### config.mk
export PLATFORM = sky130hd
export DESIGN_NAME = utf16le_to_utf8_transcoder
export DESIGN_NICKNAME = d
export VERILOG_FILES = /design/src/rtl/core/u16u8_pkg.sv /design/src/rtl/core/u16u8_front.sv /design/src/rtl/core/u16u8_fifo.sv /design/src/rtl/core/u16u8_back.sv /design/src/rtl/core/utf16le_to_utf8_transcoder.sv
export SDC_FILE = /design/constraint.sdc
export NUM_CORES = 1
export LEC_CHECK = 0
export ABC_AREA = 1
export BUFFER_PORTS_ARGS = -buffer_cell sky130_fd_sc_hd__clkbuf_2
export CELL_PAD_IN_SITES_DETAIL_PLACEMENT = 0
export CELL_PAD_IN_SITES_GLOBAL_PLACEMENT = 1
export CORE_MARGIN = 10
export CORE_UTILIZATION = 43
export DETAILED_ROUTE_END_ITERATION = 16
export GPL_ROUTABILITY_DRIVEN = 1
export PLACE_DENSITY = 0.79
export REMOVE_ABC_BUFFERS = 1
export SETUP_SLACK_MARGIN = 0.5
export SYNTH_ARGS = -nofsm -noshare
export SYNTH_HDL_FRONTEND = slang
export SYNTH_SLANG_ARGS = --single-unit
### constraint.sdc
create_clock -name clk -period 3 [get_ports clk]
set_clock_uncertainty 0.2 [all_clocks]
set_input_delay 0.6 -clock clk [delete_from_list [all_inputs] [get_ports clk]]
set_output_delay 0.6 -clock clk [all_outputs]
set_load 0.005 [all_outputs]
### src/rtl/core/u16u8_pkg.sv
// Shared types, constants and the UTF-8 length and byte selection functions of the transcoder.
package u16u8_pkg;

	typedef struct packed {
		logic [15:0] code_unit;
		logic        last_unit;
	} item_t;

	typedef struct packed {
		logic [7:0] out_byte;
		logic       run_last;
		logic       stream_end;
	} result_t;

	// One command from the front to the back: an optional replacement character
	// followed by an optional code point, together with the stream end mark.
	typedef struct packed {
		logic        has_fffd;
		logic        has_cp;
		logic [20:0] cp;
		logic [1:0]  cp_len_m1;
		logic        last;
	} cmd_t;

	localparam logic [5:0]  HIGH_SURR_TAG = 6'b110110;
	localparam logic [5:0]  LOW_SURR_TAG  = 6'b110111;
	localparam logic [20:0] SUPP_BASE     = 21'h10000;
	localparam logic [20:0] REPLACEMENT   = 21'h0fffd;
	localparam logic [20:0] LIM_ONE       = 21'h00080;
	localparam logic [20:0] LIM_TWO       = 21'h00800;
	localparam logic [20:0] LIM_THREE     = 21'h10000;
	localparam logic [7:0]  FFFD_B0       = 8'hef;
	localparam logic [7:0]  FFFD_B1       = 8'hbf;
	localparam logic [7:0]  FFFD_B2       = 8'hbd;

	localparam logic [1:0] LEN_ONE   = 2'd0;
	localparam logic [1:0] LEN_TWO   = 2'd1;
	localparam logic [1:0] LEN_THREE = 2'd2;
	localparam logic [1:0] LEN_FOUR  = 2'd3;

	function automatic logic [1:0] utf8_len_m1(input logic [20:0] cp);
		logic [1:0] len;
		if (cp < LIM_ONE) begin
			len = LEN_ONE;
		end else if (cp < LIM_TWO) begin
			len = LEN_TWO;
		end else if (cp < LIM_THREE) begin
			len = LEN_THREE;
		end else begin
			len = LEN_FOUR;
		end
		return len;
	endfunction

	function automatic logic [7:0] utf8_byte(input logic [20:0] cp, input logic [1:0] len_m1,
		input logic [1:0] idx);
		logic [7:0] b;
		b = {2'b10, cp[5:0]};
		unique case (len_m1)
			LEN_ONE: b = {1'b0, cp[6:0]};
			LEN_TWO: begin
				if (idx == 2'd0) b = {3'b110, cp[10:6]};
			end
			LEN_THREE: begin
				if (idx == 2'd0) b = {4'b1110, cp[15:12]};
				else if (idx == 2'd1) b = {2'b10, cp[11:6]};
			end
			LEN_FOUR: begin
				if (idx == 2'd0) b = {5'b11110, cp[20:18]};
				else if (idx == 2'd1) b = {2'b10, cp[17:12]};
				else if (idx == 2'd2) b = {2'b10, cp[11:6]};
			end
			default: b = {2'b10, cp[5:0]};
		endcase
		return b;
	endfunction

endpackage

### src/rtl/core/u16u8_front.sv
// Front part: accepts code units, tracks a held high surrogate and builds commands.
module u16u8_front (
	input  logic                 clk,
	input  logic                 arst_n,
	input  logic                 accept,
	input  u16u8_pkg::item_t     item,
	output logic                 cmd_push,
	output u16u8_pkg::cmd_t      cmd
);
	import u16u8_pkg::*;

	logic       high_pending_q;
	logic [9:0] held_high_bits_q;
	logic       is_high;
	logic       is_low;
	logic       pending_d;
	logic [20:0] cp;

	assign is_high = item.code_unit[15:10] == HIGH_SURR_TAG;
	assign is_low  = item.code_unit[15:10] == LOW_SURR_TAG;

	always_comb begin
		cmd.has_fffd = 1'b0;
		cmd.has_cp   = 1'b1;
		cp           = {5'd0, item.code_unit};
		pending_d    = 1'b0;
		if (high_pending_q && is_low) begin
			cp = SUPP_BASE + {1'b0, held_high_bits_q, item.code_unit[9:0]};
		end else begin
			cmd.has_fffd = high_pending_q;
			if (is_high) begin
				if (item.last_unit) begin
					cp = REPLACEMENT;
				end else begin
					cmd.has_cp = 1'b0;
					pending_d  = 1'b1;
				end
			end else if (is_low) begin
				cp = REPLACEMENT;
			end
		end
		cmd.cp        = cp;
		cmd.cp_len_m1 = utf8_len_m1(cp);
		cmd.last      = item.last_unit;
	end

	assign cmd_push = accept && (cmd.has_fffd || cmd.has_cp);

	always_ff @(posedge clk or negedge arst_n) begin
		if (!arst_n) begin
			high_pending_q <= 1'b0;
		end else if (accept) begin
			high_pending_q <= pending_d;
		end
	end

	always_ff @(posedge clk) begin
		if (accept && is_high) begin
			held_high_bits_q <= item.code_unit[9:0];
		end
	end

endmodule

### src/rtl/core/u16u8_fifo.sv
// Short command queue between the front and the back.
module u16u8_fifo #(
	parameter int unsigned DEPTH = 2
) (
	input  logic                 clk,
	input  logic                 arst_n,
	input  logic                 push,
	input  u16u8_pkg::cmd_t      wdata,
	output logic                 full,
	input  logic                 pop,
	output logic                 nonempty,
	output u16u8_pkg::cmd_t      rdata
);
	import u16u8_pkg::*;

	localparam int unsigned PTR_W = $clog2(DEPTH);
	localparam int unsigned CNT_W = $clog2(DEPTH + 1);
	localparam logic [PTR_W-1:0] LAST_PTR = PTR_W'(DEPTH - 1);
	localparam logic [CNT_W-1:0] FULL_CNT = CNT_W'(DEPTH);

	cmd_t             slots_q [DEPTH];
	logic [PTR_W-1:0] wr_ptr_q;
	logic [PTR_W-1:0] rd_ptr_q;
	logic [CNT_W-1:0] count_q;
	logic             do_push;
	logic             do_pop;

	assign full     = count_q == FULL_CNT;
	assign nonempty = count_q != '0;
	assign do_push  = push && !full;
	assign do_pop   = pop && nonempty;
	assign rdata    = slots_q[rd_ptr_q];

	always_ff @(posedge clk or negedge arst_n) begin
		if (!arst_n) begin
			wr_ptr_q <= '0;
			rd_ptr_q <= '0;
			count_q  <= '0;
		end else begin
			if (do_push) begin
				wr_ptr_q <= (wr_ptr_q == LAST_PTR) ? '0 : wr_ptr_q + 1'b1;
			end
			if (do_pop) begin
				rd_ptr_q <= (rd_ptr_q == LAST_PTR) ? '0 : rd_ptr_q + 1'b1;
			end
			if (do_push && !do_pop) begin
				count_q <= count_q + 1'b1;
			end else if (do_pop && !do_push) begin
				count_q <= count_q - 1'b1;
			end
		end
	end

	always_ff @(posedge clk) begin
		if (do_push) begin
			slots_q[wr_ptr_q] <= wdata;
		end
	end

endmodule

### src/rtl/core/u16u8_back.sv
// Back part: expands one command into UTF-8 bytes into an output register.
module u16u8_back (
	input  logic                 clk,
	input  logic                 arst_n,
	input  logic                 cmd_avail,
	input  u16u8_pkg::cmd_t      cmd,
	output logic                 cmd_take,
	output logic                 empty,
	input  logic                 pop,
	output u16u8_pkg::result_t   result
);
	import u16u8_pkg::*;

	cmd_t       cur_q;
	logic       cur_valid_q;
	logic [2:0] idx_q;
	logic       out_valid_q;
	result_t    out_q;
	logic [2:0] total;
	logic [2:0] local_idx;
	logic       final_byte;
	logic       emit;
	logic [7:0] byte_val;

	always_comb begin
		total = (cur_q.has_fffd ? 3'd3 : 3'd0)
			+ (cur_q.has_cp ? {1'b0, cur_q.cp_len_m1} + 3'd1 : 3'd0);
		local_idx = cur_q.has_fffd ? idx_q - 3'd3 : idx_q;
		if (cur_q.has_fffd && idx_q < 3'd3) begin
			unique case (idx_q[1:0])
				2'd0:    byte_val = FFFD_B0;
				2'd1:    byte_val = FFFD_B1;
				default: byte_val = FFFD_B2;
			endcase
		end else begin
			byte_val = utf8_byte(cur_q.cp, cur_q.cp_len_m1, local_idx[1:0]);
		end
	end

	assign final_byte = idx_q == total - 3'd1;
	assign emit       = cur_valid_q && (!out_valid_q || pop);
	assign cmd_take   = cmd_avail && (!cur_valid_q || (emit && final_byte));
	assign empty      = !out_valid_q;
	assign result     = out_q;

	always_ff @(posedge clk or negedge arst_n) begin
		if (!arst_n) begin
			cur_valid_q <= 1'b0;
			idx_q       <= '0;
			out_valid_q <= 1'b0;
		end else begin
			if (cmd_take) begin
				cur_valid_q <= 1'b1;
				idx_q       <= '0;
			end else if (emit) begin
				if (final_byte) begin
					cur_valid_q <= 1'b0;
				end else begin
					idx_q <= idx_q + 3'd1;
				end
			end
			if (emit) begin
				out_valid_q <= 1'b1;
			end else if (pop) begin
				out_valid_q <= 1'b0;
			end
		end
	end

	always_ff @(posedge clk) begin
		if (cmd_take) begin
			cur_q <= cmd;
		end
		if (emit) begin
			out_q.out_byte   <= byte_val;
			out_q.run_last   <= final_byte;
			out_q.stream_end <= final_byte && cur_q.last;
		end
	end

endmodule

### src/rtl/core/utf16le_to_utf8_transcoder.sv
// Top level of the UTF-16LE to UTF-8 transcoder.
// Each command passes the queue, the back part's command register and then the result register.
// Throughput: one output byte per cycle while the result is popped, set by the byte-wide result
// register of the back part; a unit yields one to six bytes, three for most BMP text.
// A unit that yields no bytes (a held high surrogate) occupies only the front and pushes no command.
// Reset is asynchronous and clears the held surrogate, the queue and the output register.
module utf16le_to_utf8_transcoder #(
	parameter int unsigned QUEUE_DEPTH = 2
) (
	input  logic                 clk,
	input  logic                 arst_n,
	input  logic                 push,
	output logic                 full,
	input  u16u8_pkg::item_t     item,
	output logic                 empty,
	input  logic                 pop,
	output u16u8_pkg::result_t   result
);
	import u16u8_pkg::*;

	logic cmd_push;
	cmd_t cmd_in;
	cmd_t cmd_out;
	logic cmd_avail;
	logic cmd_take;
	logic accept;

	assign accept = push && !full;

	u16u8_front u_front (
		.clk      (clk),
		.arst_n   (arst_n),
		.accept   (accept),
		.item     (item),
		.cmd_push (cmd_push),
		.cmd      (cmd_in)
	);

	u16u8_fifo #(
		.DEPTH (QUEUE_DEPTH)
	) u_fifo (
		.clk      (clk),
		.arst_n   (arst_n),
		.push     (cmd_push),
		.wdata    (cmd_in),
		.full     (full),
		.pop      (cmd_take),
		.nonempty (cmd_avail),
		.rdata    (cmd_out)
	);

	u16u8_back u_back (
		.clk       (clk),
		.arst_n    (arst_n),
		.cmd_avail (cmd_avail),
		.cmd       (cmd_out),
		.cmd_take  (cmd_take),
		.empty     (empty),
		.pop       (pop),
		.result    (result)
	);

endmodule

### After elaboration in Yosys (flattened, before gate mapping)

Memory sizes are Yosys's and may differ from the RTL's. A register that Yosys moved wholly into a read port is not among the register bits.
Index checks and enable logic that the tools add are counted.

* equal/unequal tests: 11
* muxes and demuxes: 39
* magnitude comparators: 4
* reductions and logical operators: 31
* add/sub/neg operators: 10

Operators by type and width (number)
* 21-bit two-way mux: 2
* 16-bit two-way mux: 2
* 8-bit two-way mux: 4
* 8-bit case mux with 4 select lines: 1
* 17-bit by 20-bit adder with 21-bit output (first input constant): 1
* 21-bit by 12-bit less-than comparator with 1-bit output (second input constant): 1
* 21-bit by 17-bit less-than comparator with 1-bit output (second input constant): 1
* 21-bit by 8-bit less-than comparator with 1-bit output (second input constant): 1
* 1-bit two-way mux: 15
* 2-bit two-way mux: 7
* 7-bit case mux with 2 select lines: 1
* 1-bit logical AND: 13
* 6-bit == test (second input constant): 2
* 3-bit two-way mux: 4
* 6-bit two-way mux: 2
* 2-bit nonzero test: 5
* 2-bit == test (second input constant): 4
* 7-bit two-way mux: 1
* 2-bit by 1-bit == test with 1-bit output (second input constant): 3
* 2-bit logical NOT: 3
* 1-bit logical NOT: 5
* 2-bit AND reduction: 2
* 2-bit by 1-bit adder with 3-bit output (second input constant): 1
* 3-bit by 1-bit adder with 3-bit output (second input constant): 1
* 10 further kinds: 13

* output and inout bits: 12
* input port bits: 21
* logic and storage cells: 107
* memories: 1
* bits in registers: 30
* bits in writable memories: 52

Memories
* u_fifo.slots_q: depth 2, width 26, rd ports 1, clocked after memory_dff 1, wr ports 1, line u16u8_fifo.sv:21 `cmd_t slots_q [DEPTH];`

### Logic depth before layout (Yosys ltp)

* depth after elaboration: 12
* gate-level depth with buffers: 17
* mapped depth without buffers: 17

### Hierarchy

A second synthesis with hierarchy kept.

* cells, all modules: 528
* area, all modules: 5288.8 sq um

By module, submodules not included
* u16u8_back: seq. area each 1206.2 sq um, cells an instance 257, area each 2303.5 sq um, times used 1
* u16u8_fifo: seq. area each 1661.6 sq um, cells an instance 167, area each 2185.8 sq um, times used 1
* u16u8_front: seq. area each 325.3 sq um, cells an instance 102, area each 789.5 sq um, times used 1
* utf16le_to_utf8_transcoder: seq. area each 0.0 sq um, cells an instance 2, area each 10.0 sq um, times used 1

### Least setup slack after synthesis

OpenSTA, ideal clock, no wires.

* path kind: reg-to-reg
* from: register u_back.cur_q[1] (netlist name)
* to: register u_back.cur_q[0] (netlist name)
* arrival time: 2.475 ns
* path slack: -0.058 ns
* cell stages (with the launch flop): 13
* path buffers: 0
* setup time: 0.382 ns
* data required time: 2.418 ns
* clock period less this slack: 3.058 ns
* cell sequence: edfxtp_1 inv_1 ha_1 nand2_1 ha_1 inv_1 ha_1 xor2_1 nor3_1 nand3_1 nand2_1 nand2_1 inv_1

* word-level cells in the longest chain between the ends: 8

RTL lines
* 2-bit by 1-bit adder with 3-bit output: line u16u8_back.sv:27 `+ (cur_q.has_cp ? {1'b0, cur_q.cp_len_m1} + 3'd1 : 3'd0);`
* 3-bit two-way mux: line u16u8_back.sv:27
* 3-bit adder: line u16u8_back.sv:27
* 3-bit by 1-bit subtractor with 3-bit output: line u16u8_back.sv:40 `assign final_byte = idx_q == total - 3'd1;`
* 3-bit == test: line u16u8_back.sv:40
* 1-bit logical AND: line u16u8_back.sv:42 `assign cmd_take = cmd_avail && (!cur_valid_q || (emit && final_byte));`
* 1-bit logical OR: line u16u8_back.sv:42
* 1-bit logical AND: line u16u8_back.sv:42
* net cmd_take: line utf16le_to_utf8_transcoder.sv:25 `logic cmd_take;`

The timed path passes the listed nets, and every way through them passes these cells.
A chain may end at the register's enable or synchronous reset.

### Worst setup path in the final report

* from: register u_back.cur_q[2] (netlist name)
* to: register u_fifo.count_q[0]

* word-level cells in the longest chain between the ends: 12
* elaborated cells on any way between the ends: 14
* those cells by class: add/sub: 3; eq/ne: 1; mux: 2; reduce/logical: 8

RTL lines
* 2-bit by 1-bit adder with 3-bit output *: line u16u8_back.sv:27
* 3-bit two-way mux *: line u16u8_back.sv:27
* 3-bit adder *: line u16u8_back.sv:27
* 3-bit by 1-bit subtractor with 3-bit output *: line u16u8_back.sv:40
* 3-bit == test *: line u16u8_back.sv:40
* 1-bit logical AND *: line u16u8_back.sv:42
* 1-bit logical OR *: line u16u8_back.sv:42
* 1-bit logical AND *: line u16u8_back.sv:42
* 1-bit logical AND *: line u16u8_fifo.sv:31 `assign do_pop = pop && nonempty;`
* 1-bit logical NOT: line u16u8_fifo.sv:46 `if (do_push && !do_pop) begin`
* 1-bit logical AND: line u16u8_fifo.sv:46
* 2-bit two-way mux / 2-bit nonzero test (equally long branches)
* to (signal assigned): line u16u8_fifo.sv:47 `count_q <= count_q + 1'b1;`
* to (signal assigned): line u16u8_fifo.sv:49 `count_q <= count_q - 1'b1;`
* to (decl): line u16u8_fifo.sv:24 `logic [CNT_W-1:0] count_q;`

Every way passes the cells marked *; elsewhere a longest branch is shown, timed or not.

==> impl_metrics.sql <==
INSERT INTO impl_metrics (metric_group, metric, value, unit) VALUES
('run_status', 'outcome', 'completed', ''),
('global_route', 'via_count_of_the_first_global_routing_pass', '3295', ''),
('die', 'pin_count', '33', ''),
('cts', 'numCtsBuffers', '9', ''),
('cts', 'clock_latency_reported_for_the_late_side_of_the_worst_skew_pair', '0.34', 'ns'),
('synth', 'yosys_register_bits', '108', ''),
('final_layout', 'synthesis_to_layout_area_growth', '21.00', '%'),
('sta', 'final-hold-violation-count', '0', ''),
('sta', 'period_needed', '2.836', 'ns'),
('die', 'rows', '39', ''),
('die', 'die_x', '128.7', 'um'),
('synth', 'netlist.top_cell.by_area', 'edfxtp_1', ''),
('detailed_routing', 'vias', '3425', ''),
('final_layout', 'insertedDiodeCount', '0', ''),
('global_route', 'grt.total_usage', '12.60', '%'),
('setup_path', 'timing.critical_path.cells', 'inv_2, ha_4, nand2_4, ha_4, inv_2, ha_4, xor2_2, nor3_2, nand3_2, nand2_2, nand2_2, buf_6, ha_4, buf_4, buf_6, xnor2_1', ''),
('placement', 'pre_cts_ws', '-0.02208', 'ns'),
('die', 'initial_utilization', '44.12', '%'),
('placement', 'dp_hpwl', '7066', 'um'),
('setup_path', 'end_kind', 'flip-flop', ''),
('synth', 'postSynthAreaPerCell', '10.20', 'um^2'),
('cts', 'clk_pin_slew_worst_paths', '0.08', 'ns'),
('global_route', 'grt_start_max_net_pins', '28', ''),
('pwr', 'power_density', '1039', 'nW/um^2'),
('final_layout', 'final-instance-count-excl-fill', '712', ''),
('detailed_routing', 'routed_wirelength', '10030', 'um'),
('setup_path', 'critical_path_buf_inv_count', '5', ''),
('setup_path', 'crit_type', 'reg2reg', ''),
('final_layout', 'final_layout_size_suffix_gt1_share', '24.25', '%'),
('placement', 'place.port_buffers', '32', ''),
('setup_path', 'path_common_cell', 'ha_4', ''),
('pwr', 'power.leakage', '2.702', 'nW'),
('die', 'design.die.area', '16570', 'um^2'),
('setup_path', 'worst-endpoint-required', '3.03', 'ns'),
('synth', 'yosysTopAreaCellShare', '57.92', '%'),
('cts', 'largest_buffer_count_on_any_clock_path', '2', ''),
('setup_path', 'worst_setup_path_start_kind', 'flip-flop', ''),
('synth', 'synth_enable_flop_cells', '98', ''),
('detailed_routing', 'drt_pre_antenna_iters', '5', ''),
('setup_path', 'worst_path_largest_cell_delay', '0.38', 'ns'),
('synth', 'top_cells_by_area_synth', 'edfxtp_1 58%, nand2_1 12%, dfrtp_1 4.9%', ''),
('cts', 'clock_sinks', '108', ''),
('synth', 'synth_sequential_area_ratio', '62.84', '%'),
('placement', 'place.detailed.instances', '676', ''),
('sta', 'fin_ws', '0.1638', 'ns'),
('sta', 'final_min_period_over_clock_period', '94.54', '%'),
('hold_path', 'min-delay-start', 'item[7]', ''),
('detailed_routing', 'drc', '0', ''),
('detailed_routing', 'drtAntennaViolNets', '0', ''),
('die', 'coreArea', '11520', 'um^2'),
('setup_path', 'critical_path.reg2reg.startpoint', 'u_back.cur_q[2]', ''),
('setup_path', 'slowest_stage', 'edfxtp_1', ''),
('synth', 'syn_area', '5081', 'um^2'),
('sta', 'rsz_0062_raised_after_global_routing', 'true', ''),
('sta', 'final-max-slew-violation-count', '0', ''),
('global_route', 'grt_pass1_wl', '16790', 'um'),
('detailed_routing', 'wire_per_inst', '14.09', 'um'),
('cts', 'total_number_of_h_tree_levels', '3', ''),
('sta', 'report.final.setup_viol', '0', ''),
('synth', 'dominantRegCellSynth', 'edfxtp_1', ''),
('synth', 'yosysWarnings', '0', ''),
('synth', 'syn-instance-count', '498', ''),
('cts', 'clk_root_buffer_cell', 'clkbuf_16', ''),
('sta', 'timing.fmax', '352.6', 'MHz'),
('synth', 'proportion_of_synthesized_flip_flops_having_asynchronous_set_or_reset', '9.259', '%'),
('global_route', 'global_route.overflow_total', '0', ''),
('setup_path', 'largest_driver_fanout_on_the_critical_path', '2', ''),
('die', 'die_h', '128.7', 'um'),
('placement', 'gp_routability_congestion', '0.8965', ''),
('sta', 'transition_at_the_pin_with_the_smallest_max_transition_slack', '0.7897', 'ns'),
('synth', 'yosys.cell_types.count', '37', ''),
('setup_path', 'critPathArrivalTime', '2.86', 'ns'),
('setup_path', 'timing.critical_path.from', 'u_back.cur_q[2]', ''),
('setup_path', 'cpLargestDelayFamily', 'adder cells', ''),
('global_route', 'initial_antenna_violation_count', '0', ''),
('pwr', 'ir_worst_vdd', '361.4', 'uV'),
('final_layout', 'finish.net_count', '598', ''),
('sta', 'relSlewSlack', '47.03', '%'),
('detailed_routing', 'route.detailed.vias_per_inst', '4.810', ''),
('cts', 'cts_tree', 'done', ''),
('detailed_routing', 'first_iter_violations', '243', ''),
('run', 'maxCapViolations', '0', ''),
('hold_path', 'worst_hold_path_type', 'in2reg', '');
synth_stat cells, types with 2 or more instances:
cell type    n
nand2_1    157
edfxtp_1    98
inv_1       57
nor2_1      41
nand3_1     25
o21ai_0     15
ha_1        13
a21oi_1     10
dfrtp_1     10
nand2_2      8
or2_2        7
nand2_4      6
o21ai_1      6
xor2_1       6
inv_2        5
nor3_1       4
clkbuf_1     3
o211ai_1     3
nand3_2      2
nand3b_1     2
nand4_1      2
nor2_4       2
o21ai_2      2
where the power goes:
part / switching (W) / total, W / internal, W
registers: 0.000188 / 0.00240 / 0.00222
clock network: 0.000571 / 0.00116 / 0.000592
logic: 0.00165 / 0.00282 / 0.00117
total: 0.00241 / 0.00639 / 0.00398
layer usage:
metal	track usage (%)	routed length, um
met1	16.40	4564
met2	20.63	4849
met3	3.162	529
met4	3.211	91
met5	0	0
area by class of cell:
cell class / instances / area (um^2)
clock buffer: 9 / 225.2
clock inverter: 7 / 75.07
fill: 979 / 5368
inverter: 63 / 244.0
multi-input combinational: 320 / 1730
sequential: 108 / 3196
tap: 143 / 178.9
timing repair buffer: 62 / 499.2
logic make-up (layout without fill, tap and decap cells):
kind of cell | count (synthesis) | in the layout | synth area share (%)
AND/OR/NAND/NOR | 260 | 260 | 22.93
flip-flops | 108 | 108 | 62.84
buffers and inverters | 70 | 141 | 5.417
AO/OA/AOI/OAI | 40 | 40 | 4.408
XOR/XNOR | 7 | 7 | 1.207
adder cells (fa/ha/maj) | 13 | 13 | 3.201
worst paths after layout:
path	to	depth (start not counted)	slack [ns]
max in group asynchronous	u_back.idx_q[0]	2	1.90
max	u_fifo.count_q[0]	16	0.16
min in group asynchronous	u_fifo.wr_ptr_q	2	0.46
min	u_front.held_high_bits_q[6]	1	0.24
max reg2reg	u_fifo.count_q[0]	16	0.16
min reg2reg	u_back.cur_valid_q	2	0.30
cells in the final DEF, fill, tap and decap left out, types with 3 or more instances in the layout:
| master | count |
|---|---|
| o21ai_1 | 7 |
| nand2_2 | 13 |
| edfxtp_1 | 98 |
| nor2_1 | 37 |
| inv_2 | 8 |
| xor2_1 | 4 |
| nor3_1 | 3 |
| dfrtp_1 | 8 |
| clkbuf_2 | 32 |
| nand3_2 | 3 |
| inv_1 | 53 |
| or2_2 | 7 |
| nand2_4 | 7 |
| clkbuf_16 | 9 |
| a21oi_1 | 9 |
| buf_6 | 7 |
| inv_6 | 3 |
| o21ai_0 | 13 |
| nand2_1 | 151 |
| buf_4 | 17 |
| ha_1 | 9 |
| o211ai_1 | 3 |
| nor2_2 | 3 |
| nor2_4 | 3 |
| buf_16 | 3 |
| nand3_1 | 24 |
| ha_4 | 4 |
| o21ai_2 | 3 |
state kept, by name (all words and copies together) (netlist names):
register	count
u_back.cur_q	26
u_back.cur_valid_q	1
u_back.idx_q	3
u_back.out_valid_q	1
u_back.result	10
u_fifo.count_q	2
u_fifo.rd_ptr_q	1
u_fifo.slots_q	52
u_fifo.wr_ptr_q	1
u_front.held_high_bits_q	10
u_front.high_pending_q	1
worst reg2reg max path: stages (launching register included):
cell      delay, ns
edfxtp_1       0.38
inv_2          0.07
ha_4           0.27
nand2_4        0.05
ha_4           0.27
inv_2          0.04
ha_4           0.21
xor2_2         0.14
nor3_2         0.16
nand3_2        0.10
nand2_2        0.09
nand2_2        0.07
buf_6          0.12
ha_4           0.21
buf_4          0.13
buf_6          0.10
xnor2_1        0.11
repair_timing:
action,4_1_cts,5_1_grt
cloned,3,0
setup endpoints to repair,32,37
gates resized for setup,28,13
pin swaps,10,5
hold buffers,1,0
setup buffers,9,7
hold endpoints to repair,10,0
per-stage QoR:
step                      setup TNS, ns  power (W)  cell area [um^2]  hold WS, ns  util [%]
after global placement                0   0.004535              5474       0.2702     47.53
after detailed placement       -0.02208   0.004586              5474       0.2717     47.53
after CTS                             0   0.006225              6053       0.2344     52.56
after floorplan                  -1.497   0.003909              5042       0.1044         -
after global routing                  0   0.006876              6148       0.2373     53.39
final                                 0   0.006390              6148       0.2424     53.39
(Power assumes the default switching activity.)
